--- config.mk ---
export PLATFORM = sky130hd
export DESIGN_NAME = multi_channel_periodic_timer_unit
export DESIGN_NICKNAME = d
export VERILOG_FILES = /design/src/design/mcpt_pkg.sv /design/src/design/mcpt_div.sv /design/src/design/mcpt_cell.sv /design/src/design/multi_channel_periodic_timer_unit.sv
export SDC_FILE = /design/constraint.sdc
export NUM_CORES = 2
export LEC_CHECK = 0
export BUFFER_PORTS_ARGS = -buffer_cell sky130_fd_sc_hd__buf_4
export CAP_MARGIN = 20
export CORE_MARGIN = 2
export CORE_UTILIZATION = 55
export DETAILED_ROUTE_END_ITERATION = 10
export GPL_TIMING_DRIVEN = 0
export PLACE_DENSITY_LB_ADDON = 0.15
export SYNTH_ARGS = -nofsm -noshare
export SYNTH_HDL_FRONTEND = slang
export SYNTH_SLANG_ARGS = --single-unit
--- constraint.sdc ---
create_clock -name clk -period 12.2 [get_ports clk]
set_clock_uncertainty 0.1 [all_clocks]
set_input_delay 2.44 -clock clk [delete_from_list [all_inputs] [get_ports clk]]
set_output_delay 2.44 -clock clk [all_outputs]
set_load 0.05 [all_outputs]
--- src/design/mcpt_pkg.sv ---
`default_nettype none

package mcpt_pkg;

    localparam int TIME_W    = 32;
    localparam int TAG_W     = 64;
    localparam int KIND_W    = 2;
    localparam int SLOT_W    = 4;
    localparam int OP_W      = 2;
    localparam int STATUS_W  = 2;
    localparam int RKIND_W   = 2;
    localparam int DIV_STEPS = 2;
    localparam int DIV_CW    = $clog2(DIV_STEPS);

    localparam logic [OP_W-1:0] OP_TICK       = 2'd0;
    localparam logic [OP_W-1:0] OP_REGISTER   = 2'd1;
    localparam logic [OP_W-1:0] OP_UNREGISTER = 2'd2;

    localparam logic [RKIND_W-1:0] RSP_REGISTER   = 2'd0;
    localparam logic [RKIND_W-1:0] RSP_UNREGISTER = 2'd1;
    localparam logic [RKIND_W-1:0] RSP_FIRED      = 2'd2;

    localparam logic [STATUS_W-1:0] STATUS_OK      = 2'd0;
    localparam logic [STATUS_W-1:0] STATUS_INVALID = 2'd1;
    localparam logic [STATUS_W-1:0] STATUS_FULL    = 2'd2;

    typedef struct packed {
        logic [OP_W-1:0]   op;
        logic [TIME_W-1:0] period_ms;
        logic [TIME_W-1:0] elapsed_ms;
        logic [KIND_W-1:0] handler_kind;
        logic [TAG_W-1:0]  user_tag;
        logic [SLOT_W-1:0] slot_in;
    } mcpt_req_t;

    typedef struct packed {
        logic [RKIND_W-1:0]  kind;
        logic [STATUS_W-1:0] status;
        logic [SLOT_W-1:0]   slot_out;
        logic [KIND_W-1:0]   fired_kind;
        logic [TAG_W-1:0]    fired_tag;
        logic                last;
    } mcpt_rsp_t;

    // per-slot payload, only meaningful while the slot is active
    typedef struct packed {
        logic [TIME_W-1:0] reload;
        logic [TIME_W-1:0] count;
        logic [KIND_W-1:0] kind;
        logic [TAG_W-1:0]  tag;
    } mcpt_slot_t;

    typedef struct packed {
        logic       active;
        mcpt_slot_t data;
    } mcpt_entry_t;

    typedef enum logic [1:0] {
        ST_IDLE,
        ST_DIV,
        ST_SCAN,
        ST_FLUSH
    } mcpt_state_t;

endpackage

`default_nettype wire

--- src/design/mcpt_div.sv ---
`default_nettype none

// Divide by a constant through a reciprocal multiply. With L = clog2(D) the
// scaled reciprocal ceil(2^(32+L) / D) lies in [2^32, 2^33), so only its low
// word is multiplied; the quotient is exact for every 32-bit dividend.
// Two steps: product, then add the implied top word and shift.
module mcpt_div
    import mcpt_pkg::*;
#(
    parameter int DIVISOR = 1
)
(
    input  wire logic              clk,
    input  wire logic              load,
    input  wire logic              step,
    input  wire logic [TIME_W-1:0] dividend,
    output logic      [TIME_W-1:0] quotient
);

    localparam int PW = 2 * TIME_W;
    localparam int SH = TIME_W + $clog2(DIVISOR);
    localparam logic [PW-1:0] RECIP =
        ((PW'(1) << SH) + PW'(DIVISOR) - PW'(1)) / PW'(DIVISOR);
    localparam logic [TIME_W-1:0] RECIP_LO = RECIP[TIME_W-1:0];

    logic [TIME_W-1:0] x_reg;
    logic [PW-1:0]     prod_reg;
    logic [PW-1:0]     prod_next;
    logic [PW:0]       sum;
    logic [TIME_W-1:0] q_reg;
    logic [TIME_W-1:0] q_next;

    always_comb
    begin
        prod_next = PW'(x_reg) * PW'(RECIP_LO);
        sum       = {1'b0, x_reg, TIME_W'(0)} + {1'b0, prod_reg};
        q_next    = TIME_W'(sum >> SH);
    end

    always_ff @(posedge clk)
    begin
        if (load)
        begin
            x_reg <= dividend;
        end
        else if (step)
        begin
            prod_reg <= prod_next;
            q_reg    <= q_next;
        end
    end

    assign quotient = q_reg;

endmodule

`default_nettype wire

--- src/design/mcpt_cell.sv ---
`default_nettype none

// One slot of the ring; takes its neighbour's entry on every shift.
module mcpt_cell
    import mcpt_pkg::*;
(
    input  wire logic        clk,
    input  wire logic        rst_n,
    input  wire logic        shift,
    input  wire mcpt_entry_t d,
    output mcpt_entry_t      q
);

    logic       active_reg;
    mcpt_slot_t data_reg;

    always_ff @(posedge clk or negedge rst_n)
    begin
        if (!rst_n)
        begin
            active_reg <= 1'b0;
        end
        else if (shift)
        begin
            active_reg <= d.active;
        end
    end

    always_ff @(posedge clk)
    begin
        if (shift)
        begin
            data_reg <= d.data;
        end
    end

    assign q.active = active_reg;
    assign q.data   = data_reg;

endmodule

`default_nettype wire

--- src/design/multi_channel_periodic_timer_unit.sv ---
`default_nettype none

// Multi-channel periodic tick timer.
// Request channel (req_valid/req_ready/req) takes one beat per command:
// tick, register channel or unregister channel. Response channel
// (rsp_valid/rsp_ready/rsp) returns one beat per reply or per channel firing;
// the final beat of a command carries last. A tick with no firing gives none.
// The slot table is a ring of SLOTS cells that rotates by one cell per cycle
// past a single head update; every tick, unregister and register with a period
// of at least one step makes one full turn, so the table is back in slot order
// whenever the block is idle. A register first runs the reciprocal-multiply
// divide by STEP_MS (period and first countdown in parallel) before its turn.
// A register with a period below one step skips the divide and the turn and
// goes straight to the flush step, which answers it with STATUS_INVALID.
// Firings leave in ascending slot order through a one-deep hold register and
// the response register; when the receiver stalls with both full, the ring
// stops turning until a beat is taken. A new command may be accepted while
// the last response still waits in the output register.
// Reset clears all slot active flags, the channel count and the control
// state; slot payloads are written when a slot is claimed.
module multi_channel_periodic_timer_unit
    import mcpt_pkg::*;
#(
    parameter int SLOTS   = 16,
    parameter int STEP_MS = 1
)
(
    input  wire logic      clk,
    input  wire logic      rst_n,
    input  wire logic      req_valid,
    output logic           req_ready,
    input  wire mcpt_req_t req,
    output logic           rsp_valid,
    input  wire logic      rsp_ready,
    output mcpt_rsp_t      rsp
);

    localparam int IW   = (SLOTS > 1) ? $clog2(SLOTS) : 1;
    localparam int TW   = $clog2(SLOTS + 1);
    localparam int IDXW = (IW > SLOT_W) ? IW : SLOT_W;

    // ring of cells
    mcpt_entry_t cell_q [SLOTS];
    mcpt_entry_t cell_d [SLOTS];
    logic [SLOTS-1:0] active_vec;

    // control state
    mcpt_state_t state_reg;
    mcpt_state_t state_next;
    logic [IW-1:0]     idx_reg;
    logic [DIV_CW-1:0] dcnt_reg;
    logic [TW-1:0]     total_reg;
    logic              found_reg;
    logic              hit_reg;
    logic              bad_reg;
    logic              held_valid_reg;
    logic              out_valid_reg;

    // command payload
    logic [OP_W-1:0]   op_reg;
    logic [KIND_W-1:0] kind_reg;
    logic [TAG_W-1:0]  tag_reg;
    logic [SLOT_W-1:0] slot_in_reg;
    logic [SLOT_W-1:0] found_slot_reg;
    mcpt_rsp_t         held_reg;
    mcpt_rsp_t         out_reg;

    logic [TIME_W-1:0] first_diff;
    logic [TIME_W-1:0] q_period;
    logic [TIME_W-1:0] q_first;

    // head update
    mcpt_entry_t head;
    mcpt_entry_t head_next;
    logic        fire;
    logic        claim;
    logic        drop;

    // per-cycle controls
    logic      accept;
    logic      out_free;
    logic      shift;
    logic      div_step;
    logic      held_load;
    logic      held_clear;
    logic      out_load;
    logic      scan_end;
    mcpt_rsp_t out_next;
    mcpt_rsp_t fire_rsp;
    mcpt_rsp_t final_rsp;

    assign accept   = req_valid && req_ready;
    assign out_free = !out_valid_reg || rsp_ready;
    assign scan_end = shift && (idx_reg == IW'(SLOTS - 1));

    // remaining time to first expiry, before scaling by the step
    assign first_diff = (req.elapsed_ms >= req.period_ms) ? '0
                        : (req.period_ms - req.elapsed_ms);

    mcpt_div #(.DIVISOR(STEP_MS)) u_div_period (
        .clk      (clk),
        .load     (accept),
        .step     (div_step),
        .dividend (req.period_ms),
        .quotient (q_period)
    );

    mcpt_div #(.DIVISOR(STEP_MS)) u_div_first (
        .clk      (clk),
        .load     (accept),
        .step     (div_step),
        .dividend (first_diff),
        .quotient (q_first)
    );

    genvar g;
    generate
        for (g = 0; g < SLOTS; g++)
        begin : g_cell
            if (g == SLOTS - 1)
            begin : g_tail
                assign cell_d[g] = head_next;
            end
            else
            begin : g_link
                assign cell_d[g] = cell_q[g + 1];
            end

            mcpt_cell u_cell (
                .clk   (clk),
                .rst_n (rst_n),
                .shift (shift),
                .d     (cell_d[g]),
                .q     (cell_q[g])
            );

            assign active_vec[g] = cell_q[g].active;
        end
    endgenerate

    // head cell: count down, claim or release as the entry passes
    always_comb
    begin
        head      = cell_q[0];
        head_next = head;
        fire      = 1'b0;
        claim     = 1'b0;
        drop      = 1'b0;
        case (op_reg)
            OP_TICK:
            begin
                if (head.active)
                begin
                    if (head.data.count > TIME_W'(1))
                    begin
                        head_next.data.count = head.data.count - TIME_W'(1);
                    end
                    else
                    begin
                        head_next.data.count = head.data.reload;
                        fire                 = 1'b1;
                    end
                end
            end
            OP_REGISTER:
            begin
                if (!found_reg && !head.active && (total_reg < TW'(SLOTS)))
                begin
                    head_next.active      = 1'b1;
                    head_next.data.reload = q_period;
                    head_next.data.count  = q_first;
                    head_next.data.kind   = kind_reg;
                    head_next.data.tag    = tag_reg;
                    claim                 = 1'b1;
                end
            end
            OP_UNREGISTER:
            begin
                if (head.active && (IDXW'(idx_reg) == IDXW'(slot_in_reg)))
                begin
                    head_next.active = 1'b0;
                    drop             = 1'b1;
                end
            end
            default:
            begin
            end
        endcase
    end

    always_comb
    begin
        fire_rsp            = '0;
        fire_rsp.kind       = RSP_FIRED;
        fire_rsp.status     = STATUS_OK;
        fire_rsp.slot_out   = SLOT_W'(idx_reg);
        fire_rsp.fired_kind = head.data.kind;
        fire_rsp.fired_tag  = head.data.tag;
        fire_rsp.last       = 1'b0;

        final_rsp      = '0;
        final_rsp.last = 1'b1;
        if (op_reg == OP_REGISTER)
        begin
            final_rsp.kind = RSP_REGISTER;
            if (bad_reg)
            begin
                final_rsp.status = STATUS_INVALID;
            end
            else if (!found_reg)
            begin
                final_rsp.status = STATUS_FULL;
            end
            else
            begin
                final_rsp.status   = STATUS_OK;
                final_rsp.slot_out = found_slot_reg;
            end
        end
        else
        begin
            final_rsp.kind     = RSP_UNREGISTER;
            final_rsp.status   = hit_reg ? STATUS_OK : STATUS_INVALID;
            final_rsp.slot_out = slot_in_reg;
        end
    end

    // next state
    always_comb
    begin
        state_next = state_reg;
        unique case (state_reg)
            ST_IDLE:
            begin
                if (accept)
                begin
                    if ((req.op == OP_TICK) || (req.op == OP_UNREGISTER))
                    begin
                        state_next = ST_SCAN;
                    end
                    else if (req.op == OP_REGISTER)
                    begin
                        state_next = (req.period_ms < TIME_W'(STEP_MS)) ? ST_FLUSH
                                     : ST_DIV;
                    end
                end
            end
            ST_DIV:
            begin
                if (dcnt_reg == DIV_CW'(DIV_STEPS - 1))
                begin
                    state_next = ST_SCAN;
                end
            end
            ST_SCAN:
            begin
                if (scan_end)
                begin
                    state_next = ST_FLUSH;
                end
            end
            ST_FLUSH:
            begin
                if (op_reg == OP_TICK)
                begin
                    if (!held_valid_reg || out_free)
                    begin
                        state_next = ST_IDLE;
                    end
                end
                else if (out_free)
                begin
                    state_next = ST_IDLE;
                end
            end
            default:
            begin
                state_next = ST_IDLE;
            end
        endcase
    end

    // outputs of the controller
    always_comb
    begin
        req_ready  = 1'b0;
        div_step   = 1'b0;
        shift      = 1'b0;
        held_load  = 1'b0;
        held_clear = 1'b0;
        out_load   = 1'b0;
        out_next   = held_reg;
        unique case (state_reg)
            ST_IDLE:
            begin
                req_ready = 1'b1;
            end
            ST_DIV:
            begin
                div_step = 1'b1;
            end
            ST_SCAN:
            begin
                // a second firing needs room to push the held one out
                shift = !(fire && held_valid_reg && !out_free);
                if (shift && fire)
                begin
                    held_load = 1'b1;
                    out_load  = held_valid_reg;
                end
            end
            ST_FLUSH:
            begin
                if (op_reg == OP_TICK)
                begin
                    if (held_valid_reg && out_free)
                    begin
                        out_load      = 1'b1;
                        out_next.last = 1'b1;
                        held_clear    = 1'b1;
                    end
                end
                else if (out_free)
                begin
                    out_load = 1'b1;
                    out_next = final_rsp;
                end
            end
            default:
            begin
            end
        endcase
    end

    always_ff @(posedge clk or negedge rst_n)
    begin
        if (!rst_n)
        begin
            state_reg      <= ST_IDLE;
            idx_reg        <= '0;
            dcnt_reg       <= '0;
            total_reg      <= '0;
            found_reg      <= 1'b0;
            hit_reg        <= 1'b0;
            bad_reg        <= 1'b0;
            held_valid_reg <= 1'b0;
            out_valid_reg  <= 1'b0;
        end
        else
        begin
            state_reg <= state_next;

            if (accept)
            begin
                idx_reg   <= '0;
                dcnt_reg  <= '0;
                found_reg <= 1'b0;
                hit_reg   <= 1'b0;
                bad_reg   <= (req.period_ms < TIME_W'(STEP_MS));
            end
            else
            begin
                if (div_step)
                begin
                    dcnt_reg <= dcnt_reg + DIV_CW'(1);
                end
                if (shift)
                begin
                    idx_reg <= scan_end ? '0 : (idx_reg + IW'(1));
                end
                if (shift && claim)
                begin
                    found_reg <= 1'b1;
                    total_reg <= total_reg + TW'(1);
                end
                if (shift && drop)
                begin
                    hit_reg   <= 1'b1;
                    total_reg <= total_reg - TW'(1);
                end
            end

            if (held_load)
            begin
                held_valid_reg <= 1'b1;
            end
            else if (held_clear)
            begin
                held_valid_reg <= 1'b0;
            end

            if (out_load)
            begin
                out_valid_reg <= 1'b1;
            end
            else if (rsp_ready)
            begin
                out_valid_reg <= 1'b0;
            end
        end
    end

    always_ff @(posedge clk)
    begin
        if (accept)
        begin
            op_reg      <= req.op;
            kind_reg    <= req.handler_kind;
            tag_reg     <= req.user_tag;
            slot_in_reg <= req.slot_in;
        end
        if (shift && claim)
        begin
            found_slot_reg <= SLOT_W'(idx_reg);
        end
        if (held_load)
        begin
            held_reg <= fire_rsp;
        end
        if (out_load)
        begin
            out_reg <= out_next;
        end
    end

    assign rsp_valid = out_valid_reg;
    assign rsp       = out_reg;

    // channel count matches the active flags whenever the ring is at rest
    a_total_matches: assert property (@(posedge clk) disable iff (!rst_n)
        (state_reg == ST_IDLE) |-> (total_reg == TW'($countones(active_vec))))
        else $error("channel count out of step with active slots");

    // hold register only carries a firing during a tick
    a_held_only_in_tick: assert property (@(posedge clk) disable iff (!rst_n)
        held_valid_reg |-> (((state_reg == ST_SCAN) || (state_reg == ST_FLUSH))
                            && (op_reg == OP_TICK)))
        else $error("held firing outside a tick");

    // a full turn of the ring always ends in the flush step
    a_turn_ends: assert property (@(posedge clk) disable iff (!rst_n)
        ((state_reg == ST_SCAN) && scan_end) |=> (state_reg == ST_FLUSH))
        else $error("scan did not end after one full turn");

endmodule

`default_nettype wire
# --- Word-level counts from Yosys, hierarchy flattened ---
# Index checks and enable logic that the tools add are counted.
classes:
  addsub: 6
  mul: 0
  n_div: 0
  order_cmp: 4
  n_eq_ne: 15
  shifts: 0
  n_mux: 62
  bitwise: 3
  n_reduce_logical: 34
op_table:
  columns: ["op", "n"]
  rows:
  - ["$mux 71", 2]
  - ["$mux 131", 1]
  - ["$mux 32", 3]
  - ["$mux 70", 1]
  - ["$mux 66", 1]
  - ["$pmux 32 s2", 1]
  - ["$ge 32x32->1", 1]
  - ["$gt 32x1->1 const B", 1]
  - ["$lt 32x1->1 const B", 1]
  - ["$sub 32x1->32 const B", 1]
  - ["$sub 32x32->32", 1]
  - ["$mux 1", 31]
  - ["$mux 2", 11]
  - ["$mux 4", 5]
  - ["$reduce_bool 2->1", 7]
  - ["$logic_and 1x1->1", 11]
  - ["$mux 5", 2]
  - ["$ne 3x3->1 const B", 3]
  - ["$eq 2x2->1 const B", 4]
  - ["$pmux 2 s4", 1]
  - ["$mux 7", 1]
  - ["$eq 2x1->1 const B", 3]
  - ["$logic_not 1->1", 6]
  - ["$logic_not 2->1", 3]
  - ["other kinds (14)", 22]
totals:
  ff_bits: 2462
  latch_bits: 0
  ramBits: 0
  mem_bits_ro: 0
  input_bits: 140
  output_inout_bits: 77
  wordCells: 231
  memories: 0

# --- Longest topological paths before layout ---
logic_depth:
  depth_word: 12
  mapped_depth: 17
  ltp_nobuf: 16

# --- Modules after synthesis ---
# A second synthesis with hierarchy kept.
unflattened:
  cells_unflattened: 3724
  hier_area_um2: 80742.4
by_module_without_submodules:
  columns: ["module", "n_inst", "cells_per_inst", "area_each_um2", "seq_area_each_um2"]
  rows:
  - ["mcpt_cell", 16, 133, 3951.3, 3928.8]
  - ["multi_channel_periodic_timer_unit", 1, 1466, 13650.6, 7061.8]
  - ["mcpt_div", 2, 65, 1935.6, 1921.8]

# --- Least setup slack after synthesis ---
# OpenSTA, ideal clock, no wires.
synth_timing:
  path_type: "input to register"
  from: "input port rsp_ready"
  to: "register g_cell[0].u_cell.data_reg, in the netlist g_cell[0].u_cell.q[0] (enable)"
  setup_time_ns: 0.837
  arrival_ns: 12.396
  required_time_ns: 11.263
  slack_ns: -1.133
  stages: 7
  n_path_buf: 2
  cell_sequence: "nor2b_1 -> nand2_1 -> or3_4 -> nand2_4 -> inv_2 -> buf_6 -> buf_6"
synth_between:
  elab_chain_cells: 5
synth_lines:
  columns: ["item", "line_no", "source"]
  rows:
  - ["start: declaration", "multi_channel_periodic_timer_unit.sv:34", "input wire logic rsp_ready,"]
  - ["$logic_or 1x1->1", "multi_channel_periodic_timer_unit.sv:93", "assign out_free = !out_valid_reg || rsp_ready;"]
  - ["$logic_not 1->1", "multi_channel_periodic_timer_unit.sv:305", "shift = !(fire && held_valid_reg && !out_free);"]
  - ["$logic_and 1x1->1", "multi_channel_periodic_timer_unit.sv:305", null]
  - ["$logic_not 1->1", "multi_channel_periodic_timer_unit.sv:305", null]
  - ["$mux 1", "multi_channel_periodic_timer_unit.sv:293", "unique case (state_reg)"]
  - ["net g_cell[0].u_cell.shift", "mcpt_cell.sv:9", "input wire logic shift,"]
  - ["end signal: assignment", "mcpt_cell.sv:33", "data_reg <= d.data;"]
  - ["end: declaration", "mcpt_cell.sv:15", "mcpt_slot_t data_reg;"]
# The timed path passes the listed nets, and every way through them passes these cells.
# A chain may end at the register's enable or synchronous reset.

# --- Worst setup path after layout ---
layout_timing:
  from: "input port rsp_ready"
  to: "register g_cell[14].u_cell.data_reg, in the netlist g_cell[14].u_cell.q[68] (enable)"
layout_between:
  elab_chain_cells: 5
layout_lines:
  columns: ["item", "line_no"]
  rows:
  - ["$logic_or 1x1->1", "multi_channel_periodic_timer_unit.sv:93"]
  - ["$logic_not 1->1", "multi_channel_periodic_timer_unit.sv:305"]
  - ["$logic_and 1x1->1", "multi_channel_periodic_timer_unit.sv:305"]
  - ["$logic_not 1->1", "multi_channel_periodic_timer_unit.sv:305"]
  - ["$mux 1", "multi_channel_periodic_timer_unit.sv:293"]
  - ["net g_cell[0].u_cell.shift", "mcpt_cell.sv:9"]
  - ["end signal: assignment", "mcpt_cell.sv:33"]
  - ["end: declaration", "mcpt_cell.sv:15"]
# The timed path passes the listed nets, and every way through them passes these cells.

==> run summary <==
The root buffer cell chosen for the clock tree is clkbuf_16. By area the synthesized netlist is led by edfxtp_1 91%, mux2_2 1.4%, dfrtp_1 1.0%, ha_1 0.70%, nand2_1 0.66%. The post-CTS clock slew at the launch and capture registers of the worst setup and hold paths was 0.06 ns. The start point of the critical path was rsp_ready. For the final-layout fill cell count, the log shows 9760. From left edge to right edge, the die measures 386 um. The worst path uses 45.0% of the clock period.

Total routing resource utilization after global routing: 17.9%. The detailed router placed 32206 vias in this run. The logs give 5 for the total iterations of the first detailed-routing run and 24.1% for the worst-case headroom to the max-slew limit.

The total stage count of the critical path was 11; the worst path buffer plus inverter count was 7. The run gives 0 as the synthesis warning total. Sorting the synthesized cells by how often they occur yields 2429 x edfxtp_1, 141 x nand2_1, 98 x mux2_2, 87 x a21oi_1, 74 x and2_1. For this run, the top clock speed supported by timing is 0.182 GHz. Summing internal, switching and leakage power gives 0.0240 W. Setup repair after global routing left no endpoint under its margin. The worst endpoint required time is 12.54 ns. The final critical delay including setup and external delays came out at 5.50 ns.

The starting density of the core is 55.3%. The logs give 33 for the number of antenna violations at the first check in global routing and 198 for the pin count of the biggest net entering global routing. The mean area per synthesized cell is 23.1 sq um, and the worst IR drop on VDD is 0.191 mV. The detail-routed via count per cell was 5.30; the placement row count was 140.

The critical path goes through buf_4 -> nor2b_1 -> nand2_1 -> or3_4 -> nand2_4 -> inv_2 -> buf_6 -> buf_16 -> buf_16 -> buf_16 -> buf_16. The via count of the first global-routing pass is 31345, and the number of routed nets with antenna violations is 0. The routed design has 133000 um of wire. In this run the number of H-tree levels came out at 4. In this run the worst hold path is classified as reg2reg. In the synthesized netlist the async set-or-reset flop fraction comes to 1.34%. In the synthesized netlist, the number of instances is 3490. The die covers 149000 sq um. In this run, synthesis produced a sequential element count of 2462.

The later pin in the worst-skew pair is clocked with a latency of 0.81 ns. The run gives 5.84 ns as the worst path arrival time. The total of hold buffers inserted after clock tree synthesis came out at 0. The largest total area in the synthesized netlist belongs to edfxtp_1. At the end of routability-driven placement, the weighted congestion stood at 0.841. From bottom edge to top edge, the die measures 386 um.

Number of flip-flops under the largest register name: 2080. Across the run, the number of max-cap violations was 0. The worst hold path passes through 0 cells.

Final-report max-slew violation count: 0. The run finished with clean final reports. Synthesis produced a netlist with a net count of 3677. The count of nets after finishing was 4152.

Cell with the biggest individual delay on the critical path: buf_16. The run gives 0 as the remaining global-route overflow. Dividing the detail-routed wire length by the instance count gives 21.8 um. The source of the worst hold timing path is g_cell[5].u_cell.q[27]. In this design, the critical path's most frequently occurring cell is buf_16. The deepest clock path buffer count was 3; the count of buffers inserted at the top-level ports was 216.

The sequential area share after synthesis is 91.7%, and the half-perimeter wire length after placement is 82600 um. At the end of the flow the core is filled with cells to 63.5%. Including well taps, the total number of placed cells is 5650. The tools report the launching element type of the critical path as an input port. In this run the critical register-to-register path is launched from g_cell[0].u_cell.q[91]. For this run, the leading register cell type out of synthesis is edfxtp_1. TritonCTS built the clock tree. edfxtp_1 is the most common cell in the netlist. Compared with the post-synthesis result, the final layout area differs by 14.8%. The largest single stage delay on the critical path is 0.68 ns. Cells with a size suffix above 1 make up 16.6% of the layout. The logs give 3017 for the starting DRC count in detailed routing and 75 for the number of different library cells in the post-synthesis netlist. The run gives 80500 sq um as the total standard cell area after synthesis. In this design, the largest share of critical-path delay is due to buffers and inverters. The synthesized design contains 2429 enable-type register cells. Counting the buffers created by CTS gives 229.

For the pin with the worst max-slew slack, the measured transition is 1.14 ns. For the quantity of gates resized following cts, the log shows 0. After detailed routing, the number of remaining DRC violations is 0.

Setup violations remaining at the end of the flow were counted as 0. The area share of the largest cell type after synthesis works out to 90.7%. 217 I/O pins were placed. In this run the static leakage power is 30.9 nW. The final-report hold violation count is 0. Once layout is complete, the cells apart from fillers number 6080. Across all hold checks on the routed design, the worst slack comes to 0.292 ns.

In this run the power density over the cells is 260 nW/um^2. The worst register-to-register path has a depth of 12. Buffers added to address setup during post-CTS repair amount to 0. The number of sinks driven by the clock tree was 2462.

The first global-routing pass estimated 198000 um of wire. The endpoint kind of the worst setup timing path is a register. Floorplan core area: 145000 sq um. The critical path in this run is classified as in2reg. The top fanout value on the critical path came out at 194.
-- per-stage QoR --
step | setup WS, ns | instance area [sq um] | TNS (ns)
after global routing | 6.39 | 92400 | 0
after global placement | -3.74 | 84500 | -5677.54
final | 6.70 | 92400 | 0
after detailed placement | 5.80 | 85100 | 0
after floorplan | 0.395 | 80500 | 0
after CTS | 6.73 | 92300 | 0
-- metal layers --
metal / share of wire [%] / GRT usage [%] / vias to the layer above
met1: 48 / 28.3 / 16408
met2: 44 / 25.3 / 713
met3: 5.6 / 4.04 / 230
met5: 0.13 / 0 / -
met4: 2.1 / 5.21 / 26
li1: - / - / 14829
-- layout make-up --
class / count / area (sq um) / share of cell area, %
antenna: 5 / 12.5 / 0.0135
buffer: 61 / 315 / 0.341
clock buffer: 282 / 6000 / 6.50
clock inverter: 142 / 1240 / 1.34
inverter: 71 / 267 / 0.289
multi-input combinational: 896 / 6160 / 6.67
sequential: 2462 / 73800 / 79.9
tap: 1917 / 2400 / 2.60
timing repair buffer: 244 / 2200 / 2.38
-- power by group --
| part | leakage [nW] | internal (W) | switching, W |
|---|---|---|---|
| clock | 3.53 | 0.00383 | 0.00295 |
| sequential | 23.1 | 0.0135 | 0.000897 |
| combinational | 4.27 | 0.000642 | 0.00220 |
| total | 30.9 | 0.0179 | 0.00604 |
-- placed cells by master, fill, tap and decap left out, types with 15 or more instances in the layout --
cell / synthesis / routed
a21o_1: 23 / 22
nand3_1: 17 / 17
inv_1: 70 / 70
mux2_2: 98 / 98
clkinv_2: 0 / 48
xnor2_1: 15 / 15
clkbuf_16: 0 / 232
o21ai_0: 63 / 63
buf_16: 0 / 17
and2_1: 74 / 74
clkbuf_1: 45 / 93
nor2_1: 59 / 58
a21oi_1: 87 / 87
a221o_1: 18 / 18
clkinv_1: 0 / 58
nor3_1: 33 / 31
edfxtp_1: 2429 / 2429
buf_4: 2 / 219
ha_1: 45 / 44
bufinv_16: 0 / 16
nor4_1: 17 / 17
dfrtp_1: 33 / 33
nand2_1: 141 / 141
-- cell families after synthesis --
| kind of cell | after synthesis | share of synthesized area [%] |
|---|---|---|
| DFF | 2462 | 91.7 |
| and+or+nand+nor | 422 | 2.69 |
| AOI/OAI and AO/OA | 286 | 2.31 |
| buffers and inverters | 132 | 0.698 |
| muxes | 113 | 1.56 |
| adders and majority gates | 47 | 0.750 |
| xor gates and xnor gates | 28 | 0.305 |
-- worst paths after layout --
check                                              end  slack, ns
max in group asynchronous  g_cell[1].u_cell.active_reg      10.20
min in group asynchronous                   idx_reg[1]       1.47
setup / recovery               g_cell[14].u_cell.q[68]       6.70
hold / removal                  g_cell[4].u_cell.q[27]       0.29
setup reg to reg               g_cell[14].u_cell.q[33]       6.86
hold reg to reg                 g_cell[4].u_cell.q[27]       0.29
No activity file was read; power rests on OpenSTA's default activity.
